$ cat config.mk
export PLATFORM = sky130hd
export DESIGN_NAME = dtre_cell
export DESIGN_NICKNAME = d
export VERILOG_FILES = /design/src/hdl/dtre_pkg.sv /design/src/hdl/dtre_cell.sv
export SDC_FILE = /design/constraint.sdc
export NUM_CORES = 1
export LEC_CHECK = 0
export BUFFER_PORTS_ARGS = -buffer_cell sky130_fd_sc_hd__buf_2
export CAP_MARGIN = 20
export CELL_PAD_IN_SITES_DETAIL_PLACEMENT = 0
export CELL_PAD_IN_SITES_GLOBAL_PLACEMENT = 1
export CORE_ASPECT_RATIO = 1.5
export CORE_MARGIN = 3
export CORE_UTILIZATION = 35
export DETAILED_ROUTE_END_ITERATION = 16
export GPL_ROUTABILITY_DRIVEN = 0
export HOLD_SLACK_MARGIN = 0.06
export MAX_ROUTING_LAYER = met4
export PLACE_DENSITY_LB_ADDON = 0.1
export RECOVER_POWER = 100
export SETUP_SLACK_MARGIN = 0.3
export SLEW_MARGIN = 10
export SYNTH_ARGS = -nofsm -noshare
export SYNTH_HDL_FRONTEND = slang
export SYNTH_SLANG_ARGS = --single-unit
$ cat constraint.sdc
create_clock -name clock -period 2.61 [get_ports clock]
set_input_delay 0.1305 -clock clock [delete_from_list [all_inputs] [get_ports clock]]
set_output_delay 0.1305 -clock clock [all_outputs]
set_load 0.02 [all_outputs]
$ cat src/hdl/dtre_pkg.sv
package dtre_pkg;

   localparam int TABLE_DEPTH_DEFAULT = 32;
   localparam int SLOT_W = 5;
   localparam int REQ_TDATA_W = 88;
   localparam int RSP_TDATA_W = 32;

   localparam logic CMD_OBSERVE = 1'b0;
   localparam logic CMD_LOOKUP  = 1'b1;

   localparam logic [2:0] STS_UPDATED  = 3'd0;
   localparam logic [2:0] STS_INSERTED = 3'd1;
   localparam logic [2:0] STS_EVICTED  = 3'd2;
   localparam logic [2:0] STS_DROPPED  = 3'd3;
   localparam logic [2:0] STS_HIT      = 3'd4;
   localparam logic [2:0] STS_MISS     = 3'd5;

   typedef enum logic [1:0] {
      ST_IDLE,
      ST_SCAN,
      ST_COMMIT
   } state_type;

   typedef struct packed {
      logic               vld;
      logic               cmd;
      logic [47:0]        addr;
      logic signed [7:0]  sig;
      logic               has_name;
      logic               is_clim;
      logic               has_data;
      logic signed [15:0] temp;
      logic [7:0]         hum;
      logic               found;
      logic               free_found;
      logic               weak_found;
      logic signed [7:0]  weak_sig;
      logic signed [15:0] hit_temp;
      logic [7:0]         hit_hum;
   } probe_type;

   typedef struct packed {
      logic               en;
      logic               fresh;
      logic [47:0]        addr;
      logic signed [7:0]  sig;
      logic               has_name;
      logic               is_clim;
      logic               has_data;
      logic signed [15:0] temp;
      logic [7:0]         hum;
   } wr_type;

endpackage

$ cat src/hdl/dtre_cell.sv
module dtre_cell #(
   parameter int IDX = 0,
   parameter int IW  = 5
) (
   input  logic                 clock,
   input  logic                 reset,
   input  dtre_pkg::probe_type  up_probe,
   input  logic [IW-1:0]        up_found_idx,
   input  logic [IW-1:0]        up_free_idx,
   input  logic [IW-1:0]        up_weak_idx,
   output dtre_pkg::probe_type  dn_probe,
   output logic [IW-1:0]        dn_found_idx,
   output logic [IW-1:0]        dn_free_idx,
   output logic [IW-1:0]        dn_weak_idx,
   input  dtre_pkg::wr_type     wr,
   input  logic [IW-1:0]        wr_idx
);

   localparam logic [IW-1:0] MY_IDX = IW'(IDX);

   logic               valid_ff, valid_in;
   logic [47:0]        addr_ff, addr_in;
   logic signed [7:0]  sig_ff, sig_in;
   logic               climate_ff, climate_in;
   logic signed [15:0] temp_ff, temp_in;
   logic [7:0]         hum_ff, hum_in;

   dtre_pkg::probe_type probe_ff, probe_in;
   logic [IW-1:0]       found_idx_ff, found_idx_in;
   logic [IW-1:0]       free_idx_ff, free_idx_in;
   logic [IW-1:0]       weak_idx_ff, weak_idx_in;

   logic addr_hit;
   logic wr_hit;

   assign addr_hit = valid_ff && (addr_ff == up_probe.addr);
   assign wr_hit   = wr.en && (wr_idx == MY_IDX);

   // entry update
   always_comb begin
      valid_in   = valid_ff;
      addr_in    = addr_ff;
      sig_in     = sig_ff;
      climate_in = climate_ff;
      temp_in    = temp_ff;
      hum_in     = hum_ff;
      if (wr_hit) begin
         valid_in = 1'b1;
         addr_in  = wr.addr;
         sig_in   = wr.sig;
         if (wr.has_name) begin
            climate_in = wr.is_clim;
         end else if (wr.fresh) begin
            climate_in = 1'b0;
         end
         if (wr.has_data) begin
            temp_in = wr.temp;
            hum_in  = wr.hum;
         end else if (wr.fresh) begin
            temp_in = '0;
            hum_in  = '0;
         end
      end
   end

   // probe stage
   always_comb begin
      probe_in     = up_probe;
      found_idx_in = up_found_idx;
      free_idx_in  = up_free_idx;
      weak_idx_in  = up_weak_idx;
      if (up_probe.vld && !up_probe.found) begin
         if (up_probe.cmd == dtre_pkg::CMD_LOOKUP) begin
            if (addr_hit && climate_ff) begin
               probe_in.found    = 1'b1;
               probe_in.hit_temp = temp_ff;
               probe_in.hit_hum  = hum_ff;
               found_idx_in      = MY_IDX;
            end
         end else begin
            if (addr_hit) begin
               probe_in.found = 1'b1;
               found_idx_in   = MY_IDX;
            end else begin
               if (!valid_ff && !up_probe.free_found) begin
                  probe_in.free_found = 1'b1;
                  free_idx_in         = MY_IDX;
               end
               if (valid_ff && (!up_probe.weak_found || sig_ff < up_probe.weak_sig)) begin
                  probe_in.weak_found = 1'b1;
                  probe_in.weak_sig   = sig_ff;
                  weak_idx_in         = MY_IDX;
               end
            end
         end
      end
   end

   always_ff @(posedge clock) begin
      if (reset) begin
         valid_ff <= 1'b0;
         probe_ff <= '0;
      end else begin
         valid_ff <= valid_in;
         probe_ff <= probe_in;
      end
   end

   always_ff @(posedge clock) begin
      addr_ff      <= addr_in;
      sig_ff       <= sig_in;
      climate_ff   <= climate_in;
      temp_ff      <= temp_in;
      hum_ff       <= hum_in;
      found_idx_ff <= found_idx_in;
      free_idx_ff  <= free_idx_in;
      weak_idx_ff  <= weak_idx_in;
   end

   assign dn_probe     = probe_ff;
   assign dn_found_idx = found_idx_ff;
   assign dn_free_idx  = free_idx_ff;
   assign dn_weak_idx  = weak_idx_ff;

endmodule

==> results.md <==
* Critical path startpoint category: input pin
* H-tree Lvls at 1
* Placed Cells at 1,235
* Worst Setup End Kind: register
* XOR/XNOR Fraction of Synth Area at 0.03971
* Overflow left after global routing at 0
* Final #Nets at roughly 1.5k
* Fin util at 0.5868
* Number of port buffers at 361
* Max VDD drop at 501.5 µV
* Highest clock rate at 0.4461 GHz
* Relative slew slack at 0.003205
* Fraction of registers with async set or reset after synthesis at 0
* Die Ht at roughly 190 µm
* Clock Latency Late Sink at about 0.49 ns
* Core Area at between 20,000 and 25,000 µm²
* Clk buf depth at 3
* Via count at around 6.8k
* Unrepaired setup endpoints after global routing: no
* Critical Path RT at about 2.7 ns
* Clock sink count at 217
* Commonest non-fill, non-tap cells in the layout: 225 x dlygate4sd3_1, 217 x buf_2, 156 x clkbuf_1, 136 x dfxtp_1, 88 x nor2b_1
* Vias in the first global route at ~7.4k
* Synth Net Count at ~860
* Synth Area in Adders at 0.01135
* Crit-path max FO at between 40 and 50
* Synth Area in Compound Gates at 0.05187
* Root Buffer: clkbuf_16
* DRC at 0
* Largest net degree at the start of global routing at 73
* Yosys Warn Count at 0
* Crit path kind: in -> reg
* Post-layout min period at between 2 and 2.5 ns
* Final setup vio count at 0
* Mean Syn Cell Area at between 10 and 15 µm²
* DR WL/cell at approximately 16 µm
* CTS clk-pin slew, worst paths at ~0.060 ns
* # diodes at 0
* Tot GR Track Use at 0.2067
* Max cap viols at 1
* Post-Route WL at between 20 and 25 mm
* Die width at 127.3 µm
* Initial Utilization at 0.3609
* Library cells used by synthesis at 39
* Fin Clk Skew at about 0.0084 ns
* CTS buffer count at 22
* Post-synth EDFFs at 81
* Initial DRC Count at around 220
* First-pass GRT wire length at roughly 38 mm
* Routed Antenna Nets at 0
* Status: finished with violations
* FF-to-FF setup slack at a little under 0.5 ns
* Synth Instances at ~620
* Post-synthesis simple-gate area fraction at 0.1911
* Ys flop type: dfxtp_1
* Vias per cell at about 4.5
* Leakage at slightly above 0.005 µW
* Netlist Area Pre-Place at around 7700 µm²
* Power Total at roughly 7700 µW
* Synth-to-Final Area Change at 62.62%
* Largest family of logic cells by synthesized area: simple AND/OR/NAND/NOR gates
* Final Max Tran Viols at 0
* TritonCTS clock tree: yes
* Share of post-route cells with drive strength above 1 at 0.2127
* Most common cell after layout, fill and taps aside: dlygate4sd3_1
* Final Hold Viols at 0
* Drt pass-1 iters at 4
* Initial antenna violation count at 0
* Worst slew pin tran at about 1.5 ns
* Layout Cells excl Fill at approximately 1.5k
* Full die area at between 20,000 and 25,000 µm²
* Hold Crit Class: in -> reg
* Violated checks: capacitance limit
* Post-Route Setup TNS at 0 ns
* I/O pin count at between 300 and 400
* Yosys reg bits at roughly 220
* Mux contribution to synthesized area at 0.01037
* Post-CTS Setup Bufs at 0
* Tcrit/Tclk final at 0.8589
* Post-synthesis sequential area ratio at 0.6679
* Critical path data arrival time at 2.35 ns
* Hpwl dp at between 15 and 20 mm
* Pwr Density at just over 600 nW/µm²
* Site Rows at 65
per-stage QoR:
step | worst slack, ns | hold slack [ns] | area, µm²
after floorplan | 0.5433 | 0.2294 | 7719
after global placement | 0.4845 | 0.3068 | 9837
after detailed placement | 0.4490 | 0.3086 | 9837
after CTS | 0.4532 | 0.1507 | 12790
after global routing | 0.1981 | 0.1553 | 12550
final | 0.3682 | 0.1352 | 12550
Yosys cell counts, drive strengths merged, types with 2 or more instances:
cell	number	area, µm²
xnor2	30	262.8
inv	20	75.07
xor2	5	43.79
ha	7	87.58
nand3	7	40.04
nand2	5	18.77
nand4	40	250.2
nor2	10	37.54
nor2b	88	550.5
dfxtp	136	2723
nand2b	40	257.7
a21o	2	15.01
buf	7	56.30
nor4	8	62.56
a21oi	32	163.9
o2111ai	2	17.52
nor3	2	10.01
o221ai	2	17.52
and2	35	219.0
and3	2	12.51
clkbuf	22	82.58
o21ai	26	141.4
mux2i	8	80.08
edfxtp	81	2432
worst max-delay path: stages:
cell      delay (ns)
buf_2           0.09
nor4_1          0.27
nand3b_1        0.28
inv_1           0.60
clkbuf_2        0.93
state kept, by name, indices dropped and copies added (netlist names):
register	flops
addr_ff	48
climate_ff	1
dn_found_idx	5
dn_free_idx	5
dn_probe	120
dn_weak_idx	5
hum_ff	8
sig_ff	8
temp_ff	16
valid_ff	1
report_power, final:
group | switching (µW) | internal, µW
Combinational | 442 | 491
Clock | 1260 | 1790
Sequential | 35.4 | 3640
Total | 1740 | 5920
metal layers:
metal	wire [µm]	track usage
met3	1530	0.03220
met5	0	-
met1	9023	0.2217
met4	653	0.06565
met2	13440	0.3844
cells by family (layout without fill, tap and decap cells):
logic type      count (synthesis)  count (layout)
xor+xnor                       35              35
buf+inv                        49             657
compound gates                 69              69
flops                         217             217
simple gates                  239             239
mux                             8               8
fa+ha+maj                       7               7
final timing paths:
path | from | depth (start not counted) | endpoint
hold reg to reg | temp_ff[13] | 2 | dn_probe[21]
setup reg to reg | addr_ff[30] | 7 | dn_probe[15]
hold / removal | wr_idx[4] | 3 | valid_ff
setup / recovery | wr_idx[1] | 5 | addr_ff[4]
final cells by class:
| cell class | instances | area [µm²] |
|---|---|---|
| sequential | 217 | 5155 |
| timing repair buffer | 597 | 3941 |
| clock buffer | 36 | 685.7 |
| inverter | 20 | 75.07 |
| multi-input combinational | 358 | 2340 |
| fill | 1876 | 8837 |
| clock inverter | 4 | 20.02 |
| tap | 268 | 335.3 |
what timing repair did:
item	4_1_cts	5_1_grt
hold endpoints to repair	217	0
hold buffers	225	0
gates resized for setup	0	0
No activity file was read; power rests on OpenSTA's default activity.
