--- config.mk ---
export PLATFORM = sky130hd
export DESIGN_NAME = dtre_ctrl
export DESIGN_NICKNAME = d
export VERILOG_FILES = /design/src/hdl/dtre_pkg.sv /design/src/hdl/dtre_ctrl.sv
export SDC_FILE = /design/constraint.sdc
export NUM_CORES = 1
export LEC_CHECK = 0
export ABC_CLOCK_PERIOD_IN_PS = 14400
export BUFFER_PORTS_ARGS = -buffer_cell sky130_fd_sc_hd__buf_2
export CORE_AREA = 2 2 179 181
export DETAILED_ROUTE_END_ITERATION = 8
export DIE_AREA = 0 0 181 183
export PLACE_DENSITY = 0.53
export SYNTH_ARGS = -nofsm -noshare
export SYNTH_HDL_FRONTEND = slang
export SYNTH_SLANG_ARGS = --single-unit
--- constraint.sdc ---
create_clock -name clock -period 14.4 [get_ports clock]
set_input_delay 2.88 -clock clock [delete_from_list [all_inputs] [get_ports clock]]
set_output_delay 2.88 -clock clock [all_outputs]
set_load 0.02 [all_outputs]
--- src/hdl/dtre_pkg.sv ---
package dtre_pkg;

   localparam int TABLE_DEPTH_DEFAULT = 32;
   localparam int SLOT_W = 5;
   localparam int REQ_TDATA_W = 88;
   localparam int RSP_TDATA_W = 32;

   localparam logic CMD_OBSERVE = 1'b0;
   localparam logic CMD_LOOKUP  = 1'b1;

   localparam logic [2:0] STS_UPDATED  = 3'd0;
   localparam logic [2:0] STS_INSERTED = 3'd1;
   localparam logic [2:0] STS_EVICTED  = 3'd2;
   localparam logic [2:0] STS_DROPPED  = 3'd3;
   localparam logic [2:0] STS_HIT      = 3'd4;
   localparam logic [2:0] STS_MISS     = 3'd5;

   typedef enum logic [1:0] {
      ST_IDLE,
      ST_SCAN,
      ST_COMMIT
   } state_type;

   typedef struct packed {
      logic               vld;
      logic               cmd;
      logic [47:0]        addr;
      logic signed [7:0]  sig;
      logic               has_name;
      logic               is_clim;
      logic               has_data;
      logic signed [15:0] temp;
      logic [7:0]         hum;
      logic               found;
      logic               free_found;
      logic               weak_found;
      logic signed [7:0]  weak_sig;
      logic signed [15:0] hit_temp;
      logic [7:0]         hit_hum;
   } probe_type;

   typedef struct packed {
      logic               en;
      logic               fresh;
      logic [47:0]        addr;
      logic signed [7:0]  sig;
      logic               has_name;
      logic               is_clim;
      logic               has_data;
      logic signed [15:0] temp;
      logic [7:0]         hum;
   } wr_type;

endpackage

--- src/hdl/dtre_ctrl.sv ---
module dtre_ctrl #(
   parameter int IW = 5
) (
   input  logic                 clock,
   input  logic                 reset,
   input  logic                 req_tvalid,
   output logic                 req_tready,
   input  logic                 req_cmd,
   input  logic [47:0]          req_addr,
   input  logic signed [7:0]    req_sig,
   input  logic                 req_has_name,
   input  logic                 req_is_clim,
   input  logic                 req_has_data,
   input  logic signed [15:0]   req_temp,
   input  logic [7:0]           req_hum,
   output dtre_pkg::probe_type  head_probe,
   input  dtre_pkg::probe_type  tail_probe,
   input  logic [IW-1:0]        tail_found_idx,
   input  logic [IW-1:0]        tail_free_idx,
   input  logic [IW-1:0]        tail_weak_idx,
   output dtre_pkg::wr_type     wr,
   output logic [IW-1:0]        wr_idx,
   output logic                 rsp_tvalid,
   input  logic                 rsp_tready,
   output logic [2:0]           rsp_status,
   output logic [dtre_pkg::SLOT_W-1:0] rsp_slot,
   output logic signed [15:0]   rsp_temp,
   output logic [7:0]           rsp_hum
);

   dtre_pkg::state_type state_ff, state_in;

   dtre_pkg::probe_type hold_ff, hold_in;
   logic [IW-1:0]       found_idx_ff, found_idx_in;
   logic [IW-1:0]       free_idx_ff, free_idx_in;
   logic [IW-1:0]       weak_idx_ff, weak_idx_in;

   logic                rsp_valid_ff, rsp_valid_in;
   logic [2:0]          rsp_status_ff, rsp_status_in;
   logic [dtre_pkg::SLOT_W-1:0] rsp_slot_ff, rsp_slot_in;
   logic signed [15:0]  rsp_temp_ff, rsp_temp_in;
   logic [7:0]          rsp_hum_ff, rsp_hum_in;

   logic                out_free;
   logic                commit;
   logic [IW-1:0]       sel_idx;
   logic [IW+dtre_pkg::SLOT_W-1:0] sel_idx_ext;

   assign out_free    = !rsp_valid_ff || rsp_tready;
   assign commit      = (state_ff == dtre_pkg::ST_COMMIT) && out_free;
   assign req_tready  = (state_ff == dtre_pkg::ST_IDLE);
   assign sel_idx_ext = {{dtre_pkg::SLOT_W{1'b0}}, sel_idx};

   always_comb begin
      head_probe            = '0;
      head_probe.vld        = req_tvalid && req_tready;
      head_probe.cmd        = req_cmd;
      head_probe.addr       = req_addr;
      head_probe.sig        = req_sig;
      head_probe.has_name   = req_has_name;
      head_probe.is_clim    = req_is_clim;
      head_probe.has_data   = req_has_data;
      head_probe.temp       = req_temp;
      head_probe.hum        = req_hum;
   end

   // next state
   always_comb begin
      state_in = state_ff;
      case (state_ff)
         dtre_pkg::ST_IDLE: begin
            if (req_tvalid) begin
               state_in = dtre_pkg::ST_SCAN;
            end
         end
         dtre_pkg::ST_SCAN: begin
            if (tail_probe.vld) begin
               state_in = dtre_pkg::ST_COMMIT;
            end
         end
         dtre_pkg::ST_COMMIT: begin
            if (out_free) begin
               state_in = dtre_pkg::ST_IDLE;
            end
         end
         default: state_in = dtre_pkg::ST_IDLE;
      endcase
   end

   // outputs
   always_comb begin
      hold_in       = hold_ff;
      found_idx_in  = found_idx_ff;
      free_idx_in   = free_idx_ff;
      weak_idx_in   = weak_idx_ff;
      if (state_ff == dtre_pkg::ST_SCAN && tail_probe.vld) begin
         hold_in      = tail_probe;
         found_idx_in = tail_found_idx;
         free_idx_in  = tail_free_idx;
         weak_idx_in  = tail_weak_idx;
      end

      wr.en       = 1'b0;
      wr.fresh    = 1'b0;
      wr.addr     = hold_ff.addr;
      wr.sig      = hold_ff.sig;
      wr.has_name = hold_ff.has_name;
      wr.is_clim  = hold_ff.is_clim;
      wr.has_data = hold_ff.has_data;
      wr.temp     = hold_ff.temp;
      wr.hum      = hold_ff.hum;
      sel_idx     = found_idx_ff;
      rsp_status_in = dtre_pkg::STS_DROPPED;
      rsp_temp_in   = '0;
      rsp_hum_in    = '0;

      if (hold_ff.cmd == dtre_pkg::CMD_LOOKUP) begin
         if (hold_ff.found) begin
            rsp_status_in = dtre_pkg::STS_HIT;
            rsp_temp_in   = hold_ff.hit_temp;
            rsp_hum_in    = hold_ff.hit_hum;
         end else begin
            rsp_status_in = dtre_pkg::STS_MISS;
            sel_idx       = '0;
         end
      end else if (hold_ff.found) begin
         rsp_status_in = dtre_pkg::STS_UPDATED;
         wr.en         = commit;
      end else if (hold_ff.free_found) begin
         rsp_status_in = dtre_pkg::STS_INSERTED;
         sel_idx       = free_idx_ff;
         wr.en         = commit;
         wr.fresh      = 1'b1;
      end else if (hold_ff.weak_found && hold_ff.sig > hold_ff.weak_sig) begin
         rsp_status_in = dtre_pkg::STS_EVICTED;
         sel_idx       = weak_idx_ff;
         wr.en         = commit;
         wr.fresh      = 1'b1;
      end else begin
         sel_idx = '0;
      end
      wr_idx      = sel_idx;
      rsp_slot_in = sel_idx_ext[dtre_pkg::SLOT_W-1:0];

      rsp_valid_in = rsp_valid_ff;
      if (commit) begin
         rsp_valid_in = 1'b1;
      end else if (rsp_tready) begin
         rsp_valid_in = 1'b0;
      end
   end

   always_ff @(posedge clock) begin
      if (reset) begin
         state_ff     <= dtre_pkg::ST_IDLE;
         rsp_valid_ff <= 1'b0;
      end else begin
         state_ff     <= state_in;
         rsp_valid_ff <= rsp_valid_in;
      end
   end

   always_ff @(posedge clock) begin
      hold_ff      <= hold_in;
      found_idx_ff <= found_idx_in;
      free_idx_ff  <= free_idx_in;
      weak_idx_ff  <= weak_idx_in;
      if (commit) begin
         rsp_status_ff <= rsp_status_in;
         rsp_slot_ff   <= rsp_slot_in;
         rsp_temp_ff   <= rsp_temp_in;
         rsp_hum_ff    <= rsp_hum_in;
      end
   end

   assign rsp_tvalid = rsp_valid_ff;
   assign rsp_status = rsp_status_ff;
   assign rsp_slot   = rsp_slot_ff;
   assign rsp_temp   = rsp_temp_ff;
   assign rsp_hum    = rsp_hum_ff;

`ifndef SYNTHESIS
   a_accept_scan: assert property (@(posedge clock) disable iff (reset)
      (req_tvalid && req_tready) |=> (state_ff == dtre_pkg::ST_SCAN))
      else $error("accepted transaction did not start a scan");

   a_tail_in_scan: assert property (@(posedge clock) disable iff (reset)
      tail_probe.vld |-> (state_ff == dtre_pkg::ST_SCAN))
      else $error("probe left the chain outside a scan");

   a_write_on_commit: assert property (@(posedge clock) disable iff (reset)
      wr.en |-> (commit && hold_ff.cmd == dtre_pkg::CMD_OBSERVE))
      else $error("table write outside an observe commit");

   a_rsp_from_commit: assert property (@(posedge clock) disable iff (reset)
      $rose(rsp_valid_ff) |-> $past(state_ff == dtre_pkg::ST_COMMIT))
      else $error("response raised without a commit");
`endif

endmodule

==> metrics list <==
- Global route overflow: 0
- In this run the worst hold path is classified as register to register.
* Post-synthesis instance area: approximately 7200 um2
* Cell Int Power: 0.809 mW
- Overall fraction of global-route tracks in use: around a tenth
* Vias in the first global route: 3912
* Relative contribution of the clock network to total power: 39.3%
* Crit path arrival time: ~3.6 ns
* Reg2Reg Capture Point: wr[15]$_DFFE_PP_
- Max Clock Skew: 0.00773 ns
- Worst-skew pair later-pin latency: between 0.4 and 0.5 ns
- Fraction of met2 tracks used by global routing: around 17%
- Compared with the post-synthesis result, the final layout area differs by 13.6%.
- Depth of the most critical reg-to-reg path: 4
- Setup violations remaining at the end of the flow were counted as 0.
- The floorplan has 65 rows.
* Number of fill cells in the layout: 3273
* Root buffer cell: clkbuf_16
* Met1 global-route usage: under 10%
* Portion of total power attributed to sequential cells: between 50% and 60%
* Top-level I/O count: about 470
* Result of the run: finished, final reports clean
- Post-CTS setup buffer count: 0
- After clock tree synthesis, the flow added hold-fix buffers numbering 0.
- Period minus WS final: ~6.4 ns
- Number of clock buffers inserted by TritonCTS: 17
- met2 is the most crowded layer.
- In this run the worst path has a maximum fanout of 2.
- Max-slew violation count: 0
- Synthesized instance count: 474
- After detailed routing, the number of vias per cell comes to about 3.6.
- The number of antenna violations at the first check in global routing came to 2.
- Yosys warns: 0
- Critical setup path kind: primary input to primary output
- Initial detailed-routing violation count: between 100 and 150
- The first detailed-routing pass ran for 4 iterations.
* Max Clk Rate: ~160 MHz
* Final worst-path cycle share: approximately 45%
- CTS tree: yes
- The first global-routing pass estimated roughly 23000 um of wire.
* Power per standard cell area: ~130 nW/um2
* Maximum level of the CTS H-tree: 4
- Detailed routing inserted a total of 3649 vias.
* CP Cell Sequence: buf_2 > nor2b_1 > a2111oi_1 > buf_2
- DRC violation count after routing: 0
- In this run the vertical extent of the chip is around 180 um.
* Port Buffer Count: between 200 and 300
- Number of different library cells in the post-synthesis netlist: 30
* Type of origin of the critical path: primary input
- Synth Register Bits: 169
- The analysis attributes to net switching a power of roughly 0.25 mW.
- The number of hold violations in the final report is 0.
- Net switching is 23.4% of the power.
- Mean post-synth cell area: ~15 um2
* Die Footprint: around 33000 um2
- Measured along the x axis, the die boundary spans about 180 um.
- The core region is 31200 um2.
* Share of cells above drive strength 1: 51.5%
* Half-perimeter wire length after placement: about 13000 um
- Entering global routing, the biggest net connects 60 pins.
- TritonCTS sink count: roughly 170
* Gates resized, CTS repair: 0
- In this run the critical register-to-register path is launched from state_ff[0]$_SDFFE_PP0P_.
* Clock transition at the register clock pins on the worst setup and hold paths after CTS: 0.07 ns
- Actual slew at the worst max-slew pin: around 1.2 ns
- Slowest Stage Delay on Critical Path: 0.31 ns
- Headroom to the max-slew limit came out at a little under a quarter.
- Setup repair after global routing left no endpoint under its margin.
- Across the VDD grid, the largest voltage drop is roughly 0.096 mV.
- Combinational Power Share: 7.2%
- Among all stages on the critical path, the largest delay is contributed by a2111oi_1.
* Critical path capture point: wr[84]
* Final estimated routing congestion in global placement: ~0.75
* Total Wirelength: 16500 um
- Per-cell routed wire length: 16.5 um
* Antenna-violating nets left: 0
* Count of maximum capacitance violations: 0
* Beginning of the critical path: rsp_tready
- Once the floorplan was initialized, standard cells occupied 23.2% of the core.
- Total power for the finished layout comes to ~1.1 mW.
* Slack of the worst reg-to-reg path: about 12 ns
* Post-Route Setup TNS: 0 ns
- At the end of the flow, the number of nets in the layout was 816.
- In this design, the critical path's most frequently occurring cell is buf_2.
* GRT met3 Usage: under 10%
- In this run the static leakage power is 3.37 nW.
- STA puts the critical path data required time at 11.52 ns.
- Worst setup EP type: primary output
- Of the synthesized area, sequential elements account for between 60% and 70%.
* Number of buffers between clock root and the deepest sink: 2
==> registers in the layout, indices dropped and copies added, names as in the netlist, 3 cells and up <==
signal,cells
found_idx_ff,5
hold_ff,36
wr,83
rsp_status,3
free_idx_ff,5
rsp_temp,16
rsp_hum,8
rsp_slot,5
weak_idx_ff,5
==> power by group through the flow <==
stage | Sequential (mW) | Clock (mW) | Combinational (mW)
4_1_cts | 0.565 | 0.429 | 0.0774
2_1_floorplan | 0.580 | 0 | 0.0899
5_1_grt | 0.567 | 0.448 | 0.0825
3_3_place_gp | 0.575 | 0 | 0.0764
3_5_place_dp | 0.576 | 0 | 0.0773
6_report | 0.565 | 0.414 | 0.0756
==> synthesized netlist by cell type <==
master | n | share of area [%]
nand2_1 | 11 | 0.57
and2_1 | 1 | 0.086
clkbuf_1 | 7 | 0.36
a21oi_1 | 2 | 0.14
a21o_1 | 1 | 0.10
o221a_2 | 1 | 0.16
nand2b_1 | 2 | 0.17
nand4_1 | 2 | 0.17
nand2_2 | 1 | 0.086
ha_1 | 8 | 1.4
o22a_1 | 1 | 0.12
nor2b_1 | 2 | 0.17
buf_4 | 202 | 21
a2111oi_4 | 1 | 0.38
and3_1 | 24 | 2.1
conb_1 | 1 | 0.052
o211ai_1 | 1 | 0.10
o221ai_2 | 5 | 1.0
nor2_1 | 8 | 0.41
nand3_1 | 1 | 0.069
a211oi_1 | 1 | 0.10
a41oi_1 | 1 | 0.12
inv_1 | 16 | 0.83
a2111oi_0 | 1 | 0.12
nand4_4 | 1 | 0.29
dfxtp_1 | 3 | 0.83
nand3_2 | 1 | 0.14
a2111oi_1 | 1 | 0.14
edfxtp_1 | 166 | 69
nor3_1 | 1 | 0.069
==> cells by family after synthesis <==
kind of cell    synth area share (%)
buf+inv                         22.1
flops                           69.6
simple gates                    4.32
compound gates                  2.52
fa+ha+maj                       1.38
other cells                   0.0517
==> worst max-delay path, delay by kind of cell <==
family                 cells  cell delay [ns]
AO/OA/AOI/OAI              1             0.31
AND/OR/NAND/NOR            1             0.07
buffers and inverters      2             0.31
==> final cells by class <==
| type | count | area (um2) | share of cell area, % |
|---|---|---|---|
| Antenna cell | 1 | 2.50 | 0.0304 |
| Multi-Input combinational cell | 114 | 742 | 9.02 |
| Sequential cell | 169 | 5040 | 61.3 |
| Timing Repair Buffer | 267 | 1350 | 16.4 |
| Clock buffer | 20 | 437 | 5.31 |
| Tap cell | 402 | 503 | 6.11 |
| Clock inverter | 12 | 93.8 | 1.14 |
| Inverter | 16 | 60.1 | 0.730 |
==> routing by layer <==
layer	up-vias	wire length, um	part of all wire (%)
met3	74	1910	12
met4	2	1020	6.2
li1	1650	-	-
met5	-	13	0.079
met1	1691	4970	30
met2	232	8590	52
==> layout by cell type, fill, tap and decap left out, types with 2 or more instances in the layout <==
cell type	count
buf_2	263
and3_1	24
edfxtp_1	166
nand4_1	2
nor2_1	6
clkbuf_1	3
nor2b_1	2
nand2_1	11
nand2b_1	2
clkbuf_16	17
clkinv_2	2
clkinvlp_4	3
dfxtp_1	3
inv_6	3
clkinv_4	4
inv_1	16
ha_1	8
conb_1	35
o221ai_2	5
nor2_4	2
a21oi_1	2
buf_4	4
==> how the worst min path moves through the flow <==
stage          cells past startpoint                       end  slack, ns                    start
3_3_place_gp                       2   rsp_tvalid$_SDFFE_PP0P_       0.51  rsp_tvalid$_SDFFE_PP0P_
3_5_place_dp                       2   rsp_tvalid$_SDFFE_PP0P_       0.51  rsp_tvalid$_SDFFE_PP0P_
4_1_cts                            2   rsp_tvalid$_SDFFE_PP0P_       0.52  rsp_tvalid$_SDFFE_PP0P_
6_report                           2   rsp_tvalid$_SDFFE_PP0P_       0.53  rsp_tvalid$_SDFFE_PP0P_
2_1_floorplan                      0   rsp_status[2]$_DFFE_PP_       0.45   hold_ff[118]$_DFFE_PP_
5_1_grt                            1  rsp_hum[5]$_SDFFCE_PN0P_       0.57     hold_ff[5]$_DFFE_PP_
==> metrics by stage <==
step,hold slack (ns),instances,instance area [um2],util (%),setup WS (ns)
final,0.531,1001,8230,26.4,7.95
after global routing,0.575,1000,8230,26.3,7.84
after CTS,0.525,1000,8230,26.3,7.95
after detailed placement,0.512,968,7700,24.6,7.97
after global placement,0.511,968,7700,24.6,7.94
after floorplan,0.450,508,7370,-,5.26
Power figures use the tool's default switching activity.
